<file path="src/rtl/preemptive_task_scheduler_defines.svh">
// Assertion macros for the scheduler RTL.
`ifndef PREEMPTIVE_TASK_SCHEDULER_DEFINES_SVH
`define PREEMPTIVE_TASK_SCHEDULER_DEFINES_SVH
`ifndef SYNTHESIS
`define PTS_ASSERT_IMP(lbl, clk, rstn, ante, cons) \
    lbl: assert property (@(posedge clk) disable iff (!rstn) (ante) |-> (cons)) \
        else $error("scheduler assertion failed");
`define PTS_ASSERT_NXT(lbl, clk, rstn, ante, cons) \
    lbl: assert property (@(posedge clk) disable iff (!rstn) (ante) |=> (cons)) \
        else $error("scheduler assertion failed");
`else
`define PTS_ASSERT_IMP(lbl, clk, rstn, ante, cons)
`define PTS_ASSERT_NXT(lbl, clk, rstn, ante, cons)
`endif
`endif

</file>
<file path="src/rtl/pts_pkg.sv">
// Types, constants and ranking functions of the task scheduler.
package pts_pkg;

    localparam int MAX_TASKS_DEF = 16;
    localparam int TICK_W        = 16;
    localparam int NEED_W        = 8;
    localparam int PRIO_W        = 11;
    localparam int WEIGHT_W      = 9;
    localparam int CFG_IDX_W     = 2;
    localparam int CFG_DATA_W    = 9;
    localparam int PROD_W        = 33;
    localparam int ID_W          = 4;

    localparam logic signed [PRIO_W-1:0] PRIO_MIN = -11'sd1024;

    localparam logic [CFG_IDX_W-1:0] CFG_POLICY = 2'd0;
    localparam logic [CFG_IDX_W-1:0] CFG_WEIGHT = 2'd1;

    localparam logic [WEIGHT_W-1:0] WEIGHT_RST = 9'd20;

    typedef enum logic [1:0] {
        POL_HRRN = 2'd0,
        POL_SJF  = 2'd1,
        POL_PRIO = 2'd2,
        POL_NONE = 2'd3
    } pol_t;

    typedef enum logic {
        REQ_LOAD = 1'b0,
        REQ_TICK = 1'b1
    } req_t;

    typedef enum logic [2:0] {
        CELL_HOLD,
        CELL_APPEND,
        CELL_MUL,
        CELL_SWAP,
        CELL_POP
    } cell_op_t;

    typedef struct packed {
        logic [NEED_W-1:0]        need;
        logic signed [PRIO_W-1:0] prio;
        logic [NEED_W-1:0]        used;
        logic [TICK_W-1:0]        arrival;
    } task_t;

    typedef struct packed {
        cell_op_t          op;
        logic              ins;
        logic              odd;
        pol_t              policy;
        logic [TICK_W-1:0] tick;
    } cell_ctrl_t;

    typedef struct packed {
        logic       req_type;
        logic [7:0] need_time;
    } in_t;

    typedef struct packed {
        logic        load_accepted;
        logic [3:0]  task_id;
        logic        ran_valid;
        logic        finished;
        logic [15:0] finish_tick;
        logic [15:0] turnaround;
        logic        all_done;
    } out_t;

    // cross product term (need_a + wait_a) * wait_b
    function automatic logic [PROD_W-1:0] cross_term(
        input task_t a, input task_t b, input logic [TICK_W-1:0] tick);
        logic [TICK_W-1:0] wa;
        logic [TICK_W-1:0] wb;
        logic [TICK_W:0]   sa;
        wa = tick - a.arrival;
        wb = tick - b.arrival;
        sa = {{(TICK_W+1-NEED_W){1'b0}}, a.need} + {1'b0, wa};
        cross_term = {{(PROD_W-TICK_W-1){1'b0}}, sa} * {{(PROD_W-TICK_W){1'b0}}, wb};
    endfunction

    // a strictly above b; p_ab = cross_term(a,b), p_ba = cross_term(b,a)
    function automatic logic rank_above(
        input pol_t pol, input task_t a, input task_t b,
        input logic [PROD_W-1:0] p_ab, input logic [PROD_W-1:0] p_ba,
        input logic [TICK_W-1:0] tick);
        logic wa0;
        logic wb0;
        wa0 = (tick == a.arrival);
        wb0 = (tick == b.arrival);
        unique case (pol)
            POL_HRRN: rank_above = !wb0 && (wa0 || (p_ab > p_ba));
            POL_SJF:  rank_above = a.used < b.used;
            POL_PRIO: rank_above = a.prio > b.prio;
            default:  rank_above = 1'b0;
        endcase
    endfunction

endpackage

</file>
<file path="src/rtl/pts_cell.sv">
// One ready-queue cell: holds a task, compare-swaps with its right neighbor, and loads on append and pop.
module pts_cell #(
    parameter int SLOT_W = 4,
    parameter int CNT_W  = 5
) (
    input  logic                 aclk,
    input  logic [CNT_W-1:0]     idx,
    input  logic [CNT_W-1:0]     count,
    input  pts_pkg::cell_ctrl_t  ctrl,
    input  pts_pkg::task_t       inj_task,
    input  logic [SLOT_W-1:0]    inj_slot,
    input  pts_pkg::task_t       left_task,
    input  logic [SLOT_W-1:0]    left_slot,
    input  pts_pkg::task_t       right_task,
    input  logic [SLOT_W-1:0]    right_slot,
    input  logic                 sw_in,
    output logic                 sw_out,
    output pts_pkg::task_t       ent_task,
    output logic [SLOT_W-1:0]    ent_slot
);

    pts_pkg::task_t               task_reg;
    logic [SLOT_W-1:0]            slot_reg;
    logic [pts_pkg::PROD_W-1:0]   p_rs_reg;
    logic [pts_pkg::PROD_W-1:0]   p_sr_reg;
    logic                         is_left;
    logic                         above;

    assign ent_task = task_reg;
    assign ent_slot = slot_reg;

    assign is_left = (idx[0] == ctrl.odd) &&
                     (({1'b0, idx} + {{CNT_W{1'b0}}, 1'b1}) < {1'b0, count});
    assign above   = pts_pkg::rank_above(ctrl.policy, right_task, task_reg,
                                         p_rs_reg, p_sr_reg, ctrl.tick);
    assign sw_out  = (ctrl.op == pts_pkg::CELL_SWAP) && is_left && above;

    always_ff @(posedge aclk) begin
        unique case (ctrl.op)
            pts_pkg::CELL_HOLD: begin
            end
            pts_pkg::CELL_APPEND: begin
                if (idx == count) begin
                    task_reg <= inj_task;
                    slot_reg <= inj_slot;
                end
            end
            pts_pkg::CELL_MUL: begin
                p_rs_reg <= pts_pkg::cross_term(right_task, task_reg, ctrl.tick);
                p_sr_reg <= pts_pkg::cross_term(task_reg, right_task, ctrl.tick);
            end
            pts_pkg::CELL_SWAP: begin
                if (sw_out) begin
                    task_reg <= right_task;
                    slot_reg <= right_slot;
                end else if (sw_in) begin
                    task_reg <= left_task;
                    slot_reg <= left_slot;
                end
            end
            pts_pkg::CELL_POP: begin
                if (ctrl.ins && (idx == count - {{(CNT_W-1){1'b0}}, 1'b1})) begin
                    task_reg <= inj_task;
                    slot_reg <= inj_slot;
                end else begin
                    task_reg <= right_task;
                    slot_reg <= right_slot;
                end
            end
            default: begin
            end
        endcase
    end

endmodule
</file>
<file path="config.mk">
export PLATFORM = sky130hd
export DESIGN_NAME = pts_cell
export DESIGN_NICKNAME = d
export VERILOG_FILES = /design/src/rtl/preemptive_task_scheduler_defines.svh /design/src/rtl/pts_pkg.sv /design/src/rtl/pts_cell.sv
export SDC_FILE = /design/constraint.sdc
export NUM_CORES = 2
export LEC_CHECK = 0
export BUFFER_PORTS_ARGS = -buffer_cell sky130_fd_sc_hd__buf_2
export CAP_MARGIN = 20
export CORE_AREA = 2 2 314 161
export CTS_CLUSTER_SIZE = 24
export DETAILED_ROUTE_END_ITERATION = 8
export DIE_AREA = 0 0 316 163
export PLACE_DENSITY = 0.82
export SLEW_MARGIN = 20
export SYNTH_ARGS = -nofsm -noshare
export SYNTH_HDL_FRONTEND = slang
export SYNTH_SLANG_ARGS = --single-unit
</file>
<file path="constraint.sdc">
create_clock -name aclk -period 10.8 [get_ports aclk]
set_input_delay 1.08 -clock aclk [delete_from_list [all_inputs] [get_ports aclk]]
set_output_delay 1.08 -clock aclk [all_outputs]
set_load 0.01 [all_outputs]
</file>
==> impl_results.md <==
- Htree depth: 4
- Post-Synthesis Cells: a little under 3,000
- Terminus of the critical flop-to-flop path: p_sr_reg[31]
- Seq/Total Area, Yosys: 0.1280
- Net count, final: about 4,100
- Crit path max fanout: 6
- Pin count of the biggest net entering global routing: 67
- Crit path top cell by count: fa_1
- Yosys top cell area share: 0.3171
- Post-synth EDFFs: roughly 110
- Io pins: 224
- Met1 Wirelength: approximately 40,000 um
- Final core utilization: 0.6039
- Top_reg_cell synth: edfxtp_1
- Skew-Pair Late Insertion Delay: 0.47 ns
- Vias after detailed routing: between 20,000 and 25,000
- Core area: between 40,000 and 50,000 um2
- Pre-Repair DR Iteration Count: 6
- Post-Syn Area: about 27,000 um2
- Die height: between 150 and 200 um
- Hold wc startpoint: right_slot[1]
- Die area: between 50,000 and 60,000 um2
- Synth Register Bits: 113
- Status: complete, no violations
- Worst setup path start: ctrl[0]
- Largest register FFs: 43
- CTS Buf Count: 17
- Routed met3 length: about 17,000 um
- Fin Clk Skew: approximately 0.014 ns
- Top cell type by total area after synthesis: fa_1
- Tightest Pin Transition: about 1.3 ns
- Vias in the first global route: between 20,000 and 25,000
- Routed Antenna Nets: 0
- Maxcap violations: 0
- Crit path launch type: input pin
- Starting density of the core: 0.5397
- First-pass GRT wire length: between 100,000 and 150,000 um
- Chip width: between 300 and 400 um
- Worst slew margin: 0.1583
- Max Slew Vio Count: 0
- CTS tree: done
- Wirelength per Cell: approximately 23 um
- Detailed placement HPWL: about 76,000 um
- Reg2reg path depth: 34
- Cell variety after synth: 73
- Clock Sinks: 113
- GRT Total Usage: 0.3587
- CP peak stage delay: about 1.0 ns
- Max Used Layer: met5
- Hold Vio Cnt, Final: 0
- Critical Path Sink Type: flop
- Synthesized area per cell: 8.909 um2
- Register-to-register setup slack: 0.70 ns
- # rows: 58
- CP arrival: about 11 ns
- Routed length on met2: 31,790 um
- Clock transition at the registers of the reported paths: 0.07 ns
- CP max-delay cell: xnor2_1
- Hold WC Path Type: in -> reg
- Total gr overflow: 0
- Post-synth net total: 3,888
- # port buffers: about 220
- Fraction of registers with async set/reset: 0
- Area growth, synth to finish: 11.90%
- Cts hold-fix bufs: 0
- Reg2reg start: ent_task[1]
- Final setup viols: 0
- Root Driver: clkbuf_16
- Maximum buffer depth of the clock tree: 2
- FMAX: about 0.096 GHz
- Fraction of layout cells with a size suffix above 1: 0.1263
- Required @ worst endpoint: about 11 ns
- GPL Wtd Cong: 1.079
- Setup Crit Path Kind: in -> reg
- DRT iter0 DRCs: 3,110
- DR DRC count: 0
- Tcrit/Tclk final: 0.9689
- Warnings, synthesis: 0
- Final wirelength: 90,650 um
- Endpoint of the worst setup timing path: p_rs_reg[29]
- Min Clock Period, post-route: around 10 ns
- Initial antenna violation count: 6
- Vias per cell: roughly 5.8
- Area contributors post-synth: fa_1, ha_1, edfxtp_1, inv_1, nand2_1
==> per-layer routing <==
metal	up-vias	GRT usage
met5	-	0.01705
met4	8	0.08639
met3	143	0.1846
met2	1810	0.4301
met1	10790	0.5475
li1	9993	-
==> cell usage in the layout (no fill, tap or decap), drive strengths merged, types with 14 or more instances in the layout <==
cell type	Yosys	layout
a21oi	97	97
clkbuf	85	17
nand2	285	285
or3	15	15
o21ai	66	66
xor2	49	49
and2	71	71
nand4	16	16
and3	60	60
nor3	14	14
nor2	276	276
nor2b	26	26
fa	420	420
edfxtp	113	113
a221o	49	49
xnor2	93	93
a21o	67	67
nand2b	35	35
nand3	42	42
inv	620	627
buf	13	337
o21a	20	20
ha	316	316
==> critical path, delay by kind of cell <==
kind | cells | cell delay, ns
adder cells (fa/ha/maj) | 10 | 4.24
AO/OA/AOI/OAI | 9 | 1.88
AND/OR/NAND/NOR | 6 | 1.20
XOR/XNOR | 3 | 1.60
buffers and inverters | 7 | 0.67
==> cell type report <==
cell class	count	area, um2
Antenna cell	2	5.005
Fill cell	4145	19460
Tap cell	660	825.8
Sequential cell	113	3393
Inverter	625	2346
Clock buffer	17	425.4
Clock inverter	15	172.7
Timing Repair Buffer	337	1997
Multi-Input combinational cell	2140	20500
==> worst min-delay path by stage <==
stage | end | depth (start not counted)
after floorplan | p_rs_reg[0] | 3
after global placement | p_rs_reg[0] | 3
after detailed placement | p_rs_reg[0] | 3
after CTS | ent_slot[1] | 2
after global routing | ent_slot[0] | 2
final | ent_slot[1] | 2
==> timing repair <==
item	4_1_cts	5_1_grt
gates resized for setup	0	7
endpoints found under the setup margin	0	7
setup buffers	0	1
==> Yosys cell counts (6+ instances only) <==
library cell,count
a211oi_1,9
a21o_1,67
a21oi_1,96
a221o_1,49
a31oi_1,9
and2_1,70
and3_1,60
buf_2,10
clkbuf_1,85
edfxtp_1,113
fa_1,420
ha_1,316
inv_1,620
nand2_1,285
nand2b_1,35
nand3_1,42
nand4_1,16
nor2_1,276
nor2b_1,26
nor3_1,13
nor4_1,6
o2111ai_1,9
o211ai_1,9
o21a_1,20
o21ai_0,60
o21bai_1,7
o31ai_1,6
or2_2,7
or3_1,14
xnor2_1,90
xor2_1,49
==> metrics by stage <==
step | setup TNS [ns] | worst slack (ns) | hold WS, ns | cell area [um2] | std cells
4_1_cts | 0 | 0.4412 | 0.9048 | 29600 | 3905
3_3_place_gp | 0 | 0.2194 | 1.065 | 28990 | 3873
2_1_floorplan | 0 | 0.7281 | 0.9838 | 26510 | 2976
6_report | 0 | 0.3356 | 0.9188 | 29670 | 3909
3_5_place_dp | 0 | 0.006052 | 1.059 | 29000 | 3873
5_1_grt | -0.01945 | -0.01945 | 0.9130 | 29660 | 3908
==> cells by family after synthesis <==
logic type	after synthesis	synth area share
AND/OR/NAND/NOR	869	0.1512
multiplexers	1	0.0003776
buffers and inverters	723	0.1031
flip-flops	113	0.1280
adder cells (fa/ha/maj)	736	0.4663
AO/OA/AOI/OAI	392	0.1034
XOR/XNOR	142	0.04776
Power is left out: the tool's default activity adds up to more than one toggle a clock period on the data nets, which glitch-free logic cannot reach.
